File: src/rtl/core/bale_pkg.sv
// shared types and codes for the bounded array list engine
package bale_pkg;

  // opcodes
  localparam logic [2:0] OP_APPEND  = 3'd0;
  localparam logic [2:0] OP_REM_ALL = 3'd1;
  localparam logic [2:0] OP_REM_AT  = 3'd2;
  localparam logic [2:0] OP_GET     = 3'd3;
  localparam logic [2:0] OP_SET     = 3'd4;
  localparam logic [2:0] OP_INSERT  = 3'd5;

  // result status codes
  localparam logic [1:0] ST_OK    = 2'd0;
  localparam logic [1:0] ST_RANGE = 2'd1;
  localparam logic [1:0] ST_FULL  = 2'd2;

  // scan modes
  localparam logic [1:0] MODE_COMPACT = 2'd0;
  localparam logic [1:0] MODE_UP      = 2'd1;
  localparam logic [1:0] MODE_DOWN    = 2'd2;

  typedef struct packed {
    logic       load;
    logic       set_st;
    logic [1:0] st;
    logic       app_wr;
    logic       set_wr;
    logic       get_rd;
    logic       get_cap;
    logic       scan_init;
    logic [1:0] mode;
    logic       scan_step;
    logic       fin;
    logic       emit;
  } dp_cmd_t;

  typedef struct packed {
    logic [2:0] op;
    logic       pos_lt;
    logic       pos_le;
    logic       full;
    logic       done;
  } dp_sts_t;

endpackage

File: src/rtl/core/bounded_array_list_engine_top.sv
// Bounded array list engine: ordered list of up to CAPACITY words in one RAM.
// Append, set, errors and unknown opcodes go straight to the result; get adds a RAM
// read; remove all, remove at and insert scan the moved entries (the whole length
// for remove all), then finish; one entry moves a cycle.
// Requests are handled one at a time; a new one is accepted once the result is
// registered. Reset clears the length count and control state; the store is not cleared.
module bounded_array_list_engine_top #(
  parameter int CAPACITY      = 64,
  parameter int ELEMENT_WIDTH = 32
) (
  input  logic        clk,
  input  logic        rst_n,
  input  logic        in_tvalid,
  output logic        in_tready,
  input  logic [47:0] in_tdata,   // opcode[2:0], position[9:3], element_value[41:10]
  output logic        out_tvalid,
  input  logic        out_tready,
  output logic [47:0] out_tdata   // status[1:0], read_value[33:2], list_length[40:34]
);
  import bale_pkg::*;

  dp_cmd_t     cmd;
  dp_sts_t     sts;
  logic [1:0]  res_status;
  logic [31:0] res_read_value;
  logic [6:0]  res_list_length;

  bale_ctrl u_ctrl (
    .clk       (clk),
    .rst_n     (rst_n),
    .in_tvalid (in_tvalid),
    .in_tready (in_tready),
    .out_tvalid(out_tvalid),
    .out_tready(out_tready),
    .sts       (sts),
    .cmd       (cmd)
  );

  bale_dp #(
    .CAPACITY     (CAPACITY),
    .ELEMENT_WIDTH(ELEMENT_WIDTH)
  ) u_dp (
    .clk             (clk),
    .rst_n           (rst_n),
    .in_opcode       (in_tdata[2:0]),
    .in_position     (in_tdata[9:3]),
    .in_element_value(in_tdata[41:10]),
    .cmd             (cmd),
    .sts             (sts),
    .out_status      (res_status),
    .out_read_value  (res_read_value),
    .out_list_length (res_list_length)
  );

  assign out_tdata = {7'b0, res_list_length, res_read_value, res_status};

endmodule

File: src/rtl/core/bale_ram.sv
// generic single write, single read ram with registered read data
module bale_ram #(
  parameter int WIDTH = 32,
  parameter int DEPTH = 64
) (
  input  logic                             clk,
  input  logic                             we,
  input  logic [$clog2(DEPTH)-1:0]         waddr,
  input  logic [WIDTH-1:0]                 wdata,
  input  logic                             re,
  input  logic [$clog2(DEPTH)-1:0]         raddr,
  output logic [WIDTH-1:0]                 rdata
);

  logic [WIDTH-1:0] mem [DEPTH];

  always_ff @(posedge clk) begin
    if (we) begin
      mem[waddr] <= wdata;
    end
    if (re) begin
      rdata <= mem[raddr];
    end
  end

endmodule

File: src/rtl/core/bale_dp.sv
// datapath: entry store, length count, scan pointers and result registers
module bale_dp #(
  parameter int CAPACITY      = 64,
  parameter int ELEMENT_WIDTH = 32
) (
  input  logic              clk,
  input  logic              rst_n,
  input  logic [2:0]        in_opcode,
  input  logic [6:0]        in_position,
  input  logic [31:0]       in_element_value,
  input  bale_pkg::dp_cmd_t cmd,
  output bale_pkg::dp_sts_t sts,
  output logic [1:0]        out_status,
  output logic [31:0]       out_read_value,
  output logic [6:0]        out_list_length
);
  import bale_pkg::*;

  localparam int EW   = ELEMENT_WIDTH;
  localparam int AW   = $clog2(CAPACITY);
  localparam int CW   = $clog2(CAPACITY + 1);
  localparam int CMPW = (CW > 7) ? CW : 7;

  logic [2:0]    op_r, op_nxt;
  logic [6:0]    pos_r, pos_nxt;
  logic [EW-1:0] key_r, key_nxt;
  logic [1:0]    st_r, st_nxt;
  logic [31:0]   rd_r, rd_nxt;
  logic [CW-1:0] count_r, count_nxt;
  logic [CW-1:0] rptr_r, rptr_nxt;
  logic [CW-1:0] wptr_r, wptr_nxt;
  logic [CW-1:0] rem_r, rem_nxt;
  logic          pend_r, pend_nxt;
  logic [1:0]    mode_r, mode_nxt;
  logic [1:0]    ost_r, ost_nxt;
  logic [31:0]   ord_r, ord_nxt;
  logic [6:0]    olen_r, olen_nxt;

  logic [CMPW-1:0]  pos_x;
  logic [CMPW-1:0]  cnt_x;
  logic [CW-1:0]    pos_c;
  logic [EW+31:0]   key_ext;
  logic [EW+31:0]   rdata_ext;
  logic [CW+6:0]    len_ext;

  logic          ram_we;
  logic [AW-1:0] ram_waddr;
  logic [EW-1:0] ram_wdata;
  logic          ram_re;
  logic [AW-1:0] ram_raddr;
  logic [EW-1:0] ram_rdata;
  logic          scan_wr;

  bale_ram #(
    .WIDTH(EW),
    .DEPTH(CAPACITY)
  ) u_ram (
    .clk  (clk),
    .we   (ram_we),
    .waddr(ram_waddr),
    .wdata(ram_wdata),
    .re   (ram_re),
    .raddr(ram_raddr),
    .rdata(ram_rdata)
  );

  assign pos_x     = CMPW'(pos_r);
  assign cnt_x     = CMPW'(count_r);
  assign pos_c     = pos_x[CW-1:0];
  assign key_ext   = {{EW{1'b0}}, in_element_value};
  assign rdata_ext = {32'b0, ram_rdata};
  assign len_ext   = {7'b0, count_r};

  assign sts.op     = op_r;
  assign sts.pos_lt = pos_x < cnt_x;
  assign sts.pos_le = pos_x <= cnt_x;
  assign sts.full   = count_r == CW'(CAPACITY);
  assign sts.done   = (rem_r == '0) && !pend_r;

  // compaction drops entries that match the key
  assign scan_wr = cmd.scan_step && pend_r &&
                   ((mode_r != MODE_COMPACT) || (ram_rdata != key_r));

  always_comb begin
    ram_we    = 1'b0;
    ram_waddr = count_r[AW-1:0];
    ram_wdata = key_r;
    ram_re    = 1'b0;
    ram_raddr = rptr_r[AW-1:0];
    if (cmd.app_wr) begin
      ram_we = 1'b1;
    end
    if (cmd.set_wr || (cmd.fin && (mode_r == MODE_DOWN))) begin
      ram_we    = 1'b1;
      ram_waddr = pos_c[AW-1:0];
    end
    if (cmd.get_rd) begin
      ram_re    = 1'b1;
      ram_raddr = pos_c[AW-1:0];
    end
    if (cmd.scan_step) begin
      ram_re = rem_r != '0;
    end
    if (scan_wr) begin
      ram_we    = 1'b1;
      ram_waddr = wptr_r[AW-1:0];
      ram_wdata = ram_rdata;
    end
  end

  always_comb begin
    op_nxt    = op_r;
    pos_nxt   = pos_r;
    key_nxt   = key_r;
    st_nxt    = st_r;
    rd_nxt    = rd_r;
    count_nxt = count_r;
    rptr_nxt  = rptr_r;
    wptr_nxt  = wptr_r;
    rem_nxt   = rem_r;
    pend_nxt  = pend_r;
    mode_nxt  = mode_r;
    ost_nxt   = ost_r;
    ord_nxt   = ord_r;
    olen_nxt  = olen_r;
    if (cmd.load) begin
      op_nxt  = in_opcode;
      pos_nxt = in_position;
      key_nxt = key_ext[EW-1:0];
      st_nxt  = ST_OK;
      rd_nxt  = '0;
    end
    if (cmd.set_st) begin
      st_nxt = cmd.st;
    end
    if (cmd.app_wr) begin
      count_nxt = count_r + 1'b1;
    end
    if (cmd.get_cap) begin
      rd_nxt = rdata_ext[31:0];
    end
    if (cmd.scan_init) begin
      mode_nxt = cmd.mode;
      pend_nxt = 1'b0;
      case (cmd.mode)
        MODE_UP: begin
          rem_nxt  = count_r - pos_c - 1'b1;
          rptr_nxt = pos_c + 1'b1;
          wptr_nxt = pos_c;
        end
        MODE_DOWN: begin
          rem_nxt  = count_r - pos_c;
          rptr_nxt = count_r - 1'b1;
          wptr_nxt = count_r;
        end
        default: begin
          rem_nxt  = count_r;
          rptr_nxt = '0;
          wptr_nxt = '0;
        end
      endcase
    end
    if (cmd.scan_step) begin
      pend_nxt = rem_r != '0;
      if (rem_r != '0) begin
        rem_nxt  = rem_r - 1'b1;
        rptr_nxt = (mode_r == MODE_DOWN) ? rptr_r - 1'b1 : rptr_r + 1'b1;
      end
      if (scan_wr) begin
        wptr_nxt = (mode_r == MODE_DOWN) ? wptr_r - 1'b1 : wptr_r + 1'b1;
      end
    end
    if (cmd.fin) begin
      case (mode_r)
        MODE_UP:   count_nxt = count_r - 1'b1;
        MODE_DOWN: count_nxt = count_r + 1'b1;
        default:   count_nxt = wptr_r;
      endcase
    end
    if (cmd.emit) begin
      ost_nxt  = st_r;
      ord_nxt  = rd_r;
      olen_nxt = len_ext[6:0];
    end
  end

  always_ff @(posedge clk) begin
    if (!rst_n) begin
      count_r <= '0;
      pend_r  <= 1'b0;
    end else begin
      count_r <= count_nxt;
      pend_r  <= pend_nxt;
    end
    op_r   <= op_nxt;
    pos_r  <= pos_nxt;
    key_r  <= key_nxt;
    st_r   <= st_nxt;
    rd_r   <= rd_nxt;
    rptr_r <= rptr_nxt;
    wptr_r <= wptr_nxt;
    rem_r  <= rem_nxt;
    mode_r <= mode_nxt;
    ost_r  <= ost_nxt;
    ord_r  <= ord_nxt;
    olen_r <= olen_nxt;
  end

  assign out_status      = ost_r;
  assign out_read_value  = ord_r;
  assign out_list_length = olen_r;

  a_count_bound: assert property (@(posedge clk) disable iff (!rst_n)
    count_r <= CW'(CAPACITY))
    else $error("entry count beyond capacity");

  a_append_not_full: assert property (@(posedge clk) disable iff (!rst_n)
    cmd.app_wr |-> !sts.full)
    else $error("append write into a full list");

  a_compact_order: assert property (@(posedge clk) disable iff (!rst_n)
    (cmd.scan_step && (mode_r == MODE_COMPACT)) |-> (wptr_r <= rptr_r))
    else $error("compaction write pointer passed read pointer");

endmodule

File: src/rtl/core/bale_ctrl.sv
// controller state machine sequencing each request through the datapath
module bale_ctrl (
  input  logic              clk,
  input  logic              rst_n,
  input  logic              in_tvalid,
  output logic              in_tready,
  output logic              out_tvalid,
  input  logic              out_tready,
  input  bale_pkg::dp_sts_t sts,
  output bale_pkg::dp_cmd_t cmd
);
  import bale_pkg::*;

  localparam logic [2:0] S_IDLE   = 3'd0;
  localparam logic [2:0] S_DECODE = 3'd1;
  localparam logic [2:0] S_GET    = 3'd2;
  localparam logic [2:0] S_SCAN   = 3'd3;
  localparam logic [2:0] S_FINISH = 3'd4;
  localparam logic [2:0] S_EMIT   = 3'd5;

  logic [2:0] state_r, state_nxt;
  logic       ovalid_r, ovalid_nxt;
  logic       slot_free;

  assign in_tready  = state_r == S_IDLE;
  assign out_tvalid = ovalid_r;
  assign slot_free  = !ovalid_r || out_tready;

  always_comb begin
    cmd       = '0;
    state_nxt = state_r;
    case (state_r)
      S_IDLE: begin
        if (in_tvalid) begin
          cmd.load  = 1'b1;
          state_nxt = S_DECODE;
        end
      end
      S_DECODE: begin
        state_nxt = S_EMIT;
        case (sts.op)
          OP_APPEND: begin
            if (sts.full) begin
              cmd.set_st = 1'b1;
              cmd.st     = ST_FULL;
            end else begin
              cmd.app_wr = 1'b1;
            end
          end
          OP_REM_ALL: begin
            cmd.scan_init = 1'b1;
            cmd.mode      = MODE_COMPACT;
            state_nxt     = S_SCAN;
          end
          OP_REM_AT: begin
            if (!sts.pos_lt) begin
              cmd.set_st = 1'b1;
              cmd.st     = ST_RANGE;
            end else begin
              cmd.scan_init = 1'b1;
              cmd.mode      = MODE_UP;
              state_nxt     = S_SCAN;
            end
          end
          OP_GET: begin
            if (!sts.pos_lt) begin
              cmd.set_st = 1'b1;
              cmd.st     = ST_RANGE;
            end else begin
              cmd.get_rd = 1'b1;
              state_nxt  = S_GET;
            end
          end
          OP_SET: begin
            if (!sts.pos_lt) begin
              cmd.set_st = 1'b1;
              cmd.st     = ST_RANGE;
            end else begin
              cmd.set_wr = 1'b1;
            end
          end
          OP_INSERT: begin
            if (!sts.pos_le) begin
              cmd.set_st = 1'b1;
              cmd.st     = ST_RANGE;
            end else if (sts.full) begin
              cmd.set_st = 1'b1;
              cmd.st     = ST_FULL;
            end else begin
              cmd.scan_init = 1'b1;
              cmd.mode      = MODE_DOWN;
              state_nxt     = S_SCAN;
            end
          end
          default: begin
          end
        endcase
      end
      S_GET: begin
        cmd.get_cap = 1'b1;
        state_nxt   = S_EMIT;
      end
      S_SCAN: begin
        cmd.scan_step = 1'b1;
        if (sts.done) begin
          state_nxt = S_FINISH;
        end
      end
      S_FINISH: begin
        cmd.fin   = 1'b1;
        state_nxt = S_EMIT;
      end
      S_EMIT: begin
        // wait until the output register can take the result
        if (slot_free) begin
          cmd.emit  = 1'b1;
          state_nxt = S_IDLE;
        end
      end
      default: begin
        state_nxt = S_IDLE;
      end
    endcase
  end

  always_comb begin
    ovalid_nxt = ovalid_r;
    if (ovalid_r && out_tready) begin
      ovalid_nxt = 1'b0;
    end
    if (cmd.emit) begin
      ovalid_nxt = 1'b1;
    end
  end

  always_ff @(posedge clk) begin
    if (!rst_n) begin
      state_r  <= S_IDLE;
      ovalid_r <= 1'b0;
    end else begin
      state_r  <= state_nxt;
      ovalid_r <= ovalid_nxt;
    end
  end

  a_accept_decode: assert property (@(posedge clk) disable iff (!rst_n)
    (in_tvalid && in_tready) |=> (state_r == S_DECODE))
    else $error("accepted request not decoded next cycle");

  a_emit_valid: assert property (@(posedge clk) disable iff (!rst_n)
    cmd.emit |=> out_tvalid)
    else $error("emitted result not presented");

  a_emit_free: assert property (@(posedge clk) disable iff (!rst_n)
    cmd.emit |-> (!ovalid_r || out_tready))
    else $error("result emitted over a pending one");

endmodule

File: config.mk
export PLATFORM = sky130hd
export DESIGN_NAME = bounded_array_list_engine_top
export DESIGN_NICKNAME = d
export VERILOG_FILES = /design/src/rtl/core/bale_pkg.sv /design/src/rtl/core/bounded_array_list_engine_top.sv /design/src/rtl/core/bale_ram.sv /design/src/rtl/core/bale_dp.sv /design/src/rtl/core/bale_ctrl.sv
export SDC_FILE = /design/constraint.sdc
export NUM_CORES = 2
export LEC_CHECK = 0
export CAP_MARGIN = 25
export CELL_PAD_IN_SITES_DETAIL_PLACEMENT = 1
export CELL_PAD_IN_SITES_GLOBAL_PLACEMENT = 1
export CORE_ASPECT_RATIO = 1.25
export CORE_MARGIN = 2
export CORE_UTILIZATION = 60
export CTS_BUF_LIST = sky130_fd_sc_hd__clkbuf_16
export CTS_CLUSTER_DIAMETER = 100
export CTS_CLUSTER_SIZE = 28
export DETAILED_ROUTE_END_ITERATION = 10
export DONT_BUFFER_PORTS = 1
export PLACE_DENSITY = 0.94
export SLEW_MARGIN = 10
export SYNTH_ARGS = -nofsm -noshare
export SYNTH_HDL_FRONTEND = slang
export SYNTH_HIERARCHICAL = 1
export SYNTH_SLANG_ARGS = --single-unit
export TNS_END_PERCENT = 10
File: constraint.sdc
create_clock -name clk -period 9.8 [get_ports clk]
set_clock_uncertainty 0.05 [all_clocks]
set_input_delay 0.98 -clock clk [delete_from_list [all_inputs] [get_ports clk]]
set_output_delay 0.98 -clock clk [all_outputs]
set_load 0.02 [all_outputs]
Word-level counts from Yosys, hierarchy flattened
Memory sizes are Yosys's and may differ from the RTL's. A register that Yosys moved wholly into a read port is not among the register bits.
Cells that the tools add are included.
W data, S select, Z words.
- muxes and demuxes: 67
- magnitude comparators: 2
- reduce and logical (&&, ||, !) cells: 23
- equality and inequality tests: 19
- add/sub/neg operators: 10
- operator list (operator ; number):
    $mux W32 ; 3
    $mux W7 ; 13
    $pmux W7 S2 ; 4
    $mux W3 ; 14
    $sub A7 B1 Y7 const B ; 5
    $ne A32 B32 Y1 ; 1
    $add A7 B1 Y7 const B ; 4
    $mux W6 ; 4
    $mux W1 ; 23
    $pmux W3 S3 ; 2
    $pmux W3 S5 ; 1
    $eq A3 B2 Y1 const B ; 4
    $eq A3 B3 Y1 const B ; 4
    $pmux W3 S4 ; 1
    $reduce_bool A2 Y1 ; 6
    $eq A7 B7 Y1 const B ; 1
    $le A7 B7 Y1 ; 1
    $logic_not A7 Y1 ; 1
    $lt A7 B7 Y1 ; 1
    $reduce_bool A7 Y1 ; 1
    $sub A7 B7 Y7 ; 1
    $eq A3 B1 Y1 const B ; 2
    $logic_not A3 Y1 ; 2
    $logic_and A1 B1 Y1 ; 5
    other kinds (10) ; 17
- output and inout port bits: 50
- bits in writable memories: 2048
- input port bits: 52
- logic and storage cells: 138
- register bits: 152
- memories kept: 1
- memory list (name ; words ; width ; rd ports ; clocked after Yosys merged registers in ; wr ports ; line ; text):
    u_dp.u_ram.mem ; 64 ; 32 ; 1 ; 1 ; 1 ; bale_ram.sv:15 ; logic [WIDTH-1:0] mem [DEPTH];

Depth between registers and ports, before layout
- depth after elaboration: 10
- gate-level depth with buffers: 26
- depth with buffers taken out: 19

Cells and area by module
The synthesis kept the hierarchy.
- modules (own cells, without submodules) (module ; times used ; seq. area each (µm²) ; area an instance (µm²) ; cells an instance):
    bale_ram ; 1 ; 62459.9 ; 78835.6 ; 3324
    bale_dp ; 1 ; 4134.0 ; 7593.5 ; 638
    bale_ctrl ; 1 ; 80.1 ; 478.0 ; 72
    bounded_array_list_engine_top ; 1 ; 0.0 ; 56.3 ; 8

Worst setup path after synthesis
OpenSTA, ideal clock, no wires.
- path type: flip-flop to flip-flop
- start point: register u_dp.pos_r[2], in the netlist u_dp/pos_c[2]
- end point: memory u_dp.u_ram.mem[49][0], enable pin
- data arrival time: 5.409 ns
- required time: 9.289 ns
- buffers on the path: 2
- clock period less this slack: 5.920 ns
- setup time: 0.461 ns
- cell stages (with the launch flop): 20
- path slack: 3.880 ns
- path through: edfxtp_1 inv_1 ha_1 or2_2 o221a_2 o31a_1 o21ai_0 nand2b_1 nor2b_1 nand2b_1 nor2_1 a21oi_1 clkbuf_1 nor2_1 a21oi_1 mux2i_1 clkbuf_1 nor2b_1 nand4_1 nor3_1
- RTL lines (item ; line ; text):
    start: declaration ; bale_dp.sv:25 ; logic [6:0] pos_r, pos_nxt;
    start signal: assignment ; bale_dp.sv:196 ; pos_r <= pos_nxt;
    end: declaration ; bale_ram.sv:15 ;

==> results.yml <==
status:
  status: "complete, but fails checks"
  violations: "max-capacitance violations, max-slew violations"
grt:
  track_usage_pct: 41.4
  antenna_found_initial: 53
  grt_start_max_net_pins: 132
  grt_pass1_vias: 48600
  grt.overflow.total: 0
  grt_pass1_wl_um: 411000
cts:
  ctsHoldBuffers: 0
  root_buffer: "clkbuf_16"
  cts_tree: "done"
  cts_buffers: 90
  clock_sinks: 2231
  cts_setup_buffers: 0
  clk_latency_ns: 0.84
  cts_max_level: 3
  cts_resized: 0
  clock_path_buffers: 3
  clkTransAtPathRegs_ns: 0.14
cells_and_area:
  areaGrowthSynthToFinish_pct: 7.05
  finalInstanceArea_sq_um: 93100
  multi_input_area_sq_um: 19700
  nNetsFinal: 4163
  layout-drive-gt1-share_pct: 23.1
  ff_latch_area_sq_um: 66700
  n_fill_cell: 11300
  postLayoutCoreUtil_pct: 64.5
  final-instance-count-excl-fill: 6037
sta:
  rsz0062_at_grt: "no"
  maxSlewViolCount: 15
  setup_viol: 0
  post-route-min-period_ns: 9.25
  holdWs_ns: 0.172
  finalHoldViolations: 0
  fin_ws_ns: 0.553
  worst-slew-pin-transition_ns: 1.79
  max_slew_margin_pct: -22.7
  fin_setup_tns_ns: 0
  max_freq_mhz: 108
  period_share_pct: 94.4
synth:
  yosysUniqueCellTypes: 77
  synth_warnings: 6
  synth_edf_count: 2199
  ys_seq_area_share_pct: 76.7
  ys.flop_type: "edfxtp_1"
  async_reset_ff_share_pct: 0
  syn_inst: 4042
  syn_area_sq_um: 87000
  synth-seq-cells: 2231
  synth_area_per_cell_sq_um: 21.5
worst_setup_path:
  critPathLaunchType: "flop"
  worstPathArrival_ns: 9.69
  path_class: "reg -> reg"
  cp-end-kind: "flop"
  critPathRequiredTime_ns: 10.24
  crit_fanout: 78
power:
  ir_drop_uv: 239
  switching_share_pct: 29.9
  total_power_mw: 19.5
  pwr-share-comb_pct: 20.1
  p_per_area_nw_per_um2: 210
  power_frac_seq_pct: 55.3
  p_clk_share_pct: 24.5
  switching_power_mw: 5.84
  p_int_mw: 13.7
  p_leak_nw: 27.6
floorplanning:
  start_util_pct: 60.3
  die_width_um: 345
  io_pins: 102
  die_area_sq_um: 148000
  chipHeight_um: 430
  rows: 156
  core_sq_um: 144000
drt:
  drcViolationCount: 0
  wl_per_cell_um: 54.0
  dr.pass1.iters: 8
  drt_iter0_markers: 12300
  viasPerCell: 8.41
  ant_nets: 0
  dr_total_vias: 50800
  routed_wl_um: 326000
placed_design:
  dp_hpwl_um: 156000
  dp.cells: 5859
  gp_congestion: 0.912
  port_buffers: 0
  place_ws_ns: 2.35
  placed_area_sq_um: 90100
hold_path:
  min_path_type: "in -> reg"
flow_run:
  drv_cap: 4
-- kinds of logic after synthesis --
logic type / Yosys count / synth area share (%)
and+or+nand+nor: 408 / 2.32
AOI/OAI and AO/OA: 359 / 2.71
buffers and inverters: 267 / 1.45
DFF: 2231 / 76.7
adders and majority gates: 30 / 0.458
other: 1 / 0.00431
xor gates and xnor gates: 57 / 0.574
muxes: 689 / 15.8
-- cells in the final DEF (no fill, tap or decap), types with 7 or more instances in the layout --
master / n
xor2_1: 36
buf_12: 17
nor2_4: 63
nor4_1: 9
o221ai_1: 28
conb_1: 7
o22ai_1: 101
o21ai_0: 23
mux4_2: 544
xnor2_1: 21
buf_6: 8
buf_4: 128
nor2b_1: 22
ha_1: 27
nand3b_1: 7
dfxtp_1: 32
clkbuf_16: 92
and2_1: 36
mux2i_1: 101
a311oi_1: 8
edfxtp_1: 2199
nand3_1: 19
nand2_1: 56
mux2_2: 35
nor3_1: 18
nor2_1: 102
a21oi_1: 99
diode_2: 37
a22oi_1: 23
and3_1: 7
inv_1: 60
nand2b_1: 17
-- cells in the mapped netlist (all sizes together) (23+ instances only) --
cell,count,area share [%]
inv,43,0.19
ha,27,0.39
nor2,171,0.74
edfxtp,2199,76
mux2i,106,1.2
o22ai,102,0.73
and2,37,0.27
mux2,39,0.51
nand2,57,0.25
xor2,36,0.36
a21oi,100,0.58
a22oi,23,0.20
o221ai,28,0.28
dfxtp,32,0.74
clkbuf,93,0.40
o21ai,27,0.16
mux4,544,14
buf,130,0.86
-- metal layers --
metal | vias up | track usage (%) | share of wire, %
li1 | 16900 | - | -
met4 | 68 | 31.1 | 11
met1 | 24800 | 49.4 | 27
met2 | 6900 | 61.3 | 44
met5 | - | 1.62 | 0.56
met3 | 2173 | 15.5 | 17
-- worst max-delay path: stages (launching register included) --
cell	delay, ns
dfxtp_1	0.73
inv_1	0.23
ha_1	0.33
nor2b_1	0.20
o221a_2	0.27
o31a_1	0.21
o21ai_0	0.12
nand2b_1	0.18
nor2b_1	0.47
nand2_1	0.21
nor2_1	0.47
nand2_1	0.12
nor2_1	0.56
buf_4	0.38
mux2_8	0.78
buf_4	0.60
mux4_2	0.32
o22ai_1	0.10
nor2_1	1.00
a21oi_1	0.51
nor2_1	0.91
-- cell type report --
class / instances / area share, %
flip-flops and latches: 2231 / 71.6
multi-input cells: 1550 / 21.2
well taps: 1896 / 2.55
clock buffers: 91 / 2.45
repair buffers: 164 / 1.71
clock inverters: 24 / 0.198
inverters: 44 / 0.177
diodes: 37 / 0.0995
-- flip-flops by register name, summed over array words and instances, names as in the netlist --
signal	cells
u_dp/pos_c	7
u_ctrl/state_r	3
u_dp/u_ram/rdata	32
u_dp/mode_r	2
u_dp/cnt_x	7
u_dp/st_r	2
u_dp/key_r	32
u_dp/rem_r	7
u_ctrl/out_tvalid	1
u_dp/rd_r	32
u_dp/wptr_r	7
u_dp/u_ram/mem	2048
u_dp/out_read_value	32
u_dp/op_r	3
u_dp/rptr_r	6
u_dp/pend_r	1
u_dp/out_list_length	7
u_dp/out_status	2
-- power by group through the flow --
stage | sequential, mW | combinational [mW] | clock [mW]
2_1_floorplan | 10.9 | 2.06 | 0
3_3_place_gp | 11.0 | 2.97 | 0
3_5_place_dp | 11.0 | 3.24 | 0
5_1_grt | 10.8 | 3.90 | 4.94
4_1_cts | 10.8 | 3.41 | 4.60
6_report | 10.8 | 3.93 | 4.80
-- path summary, 6_finish.rpt --
check | startpoint | endpoint | slack, ns | cells past startpoint
max | u_dp/cnt_x[0] | u_dp/u_ram/rdata[26] | 0.55 | 20
min reg2reg | u_dp/rd_r[21] | u_dp/out_read_value[21] | 0.40 | 0
max reg2reg | u_dp/cnt_x[0] | u_dp/u_ram/rdata[26] | 0.55 | 20
min | in_tdata[5] | u_dp/pos_c[2] | 0.17 | 0
Note: power is estimated with default switching activity, not from simulation.
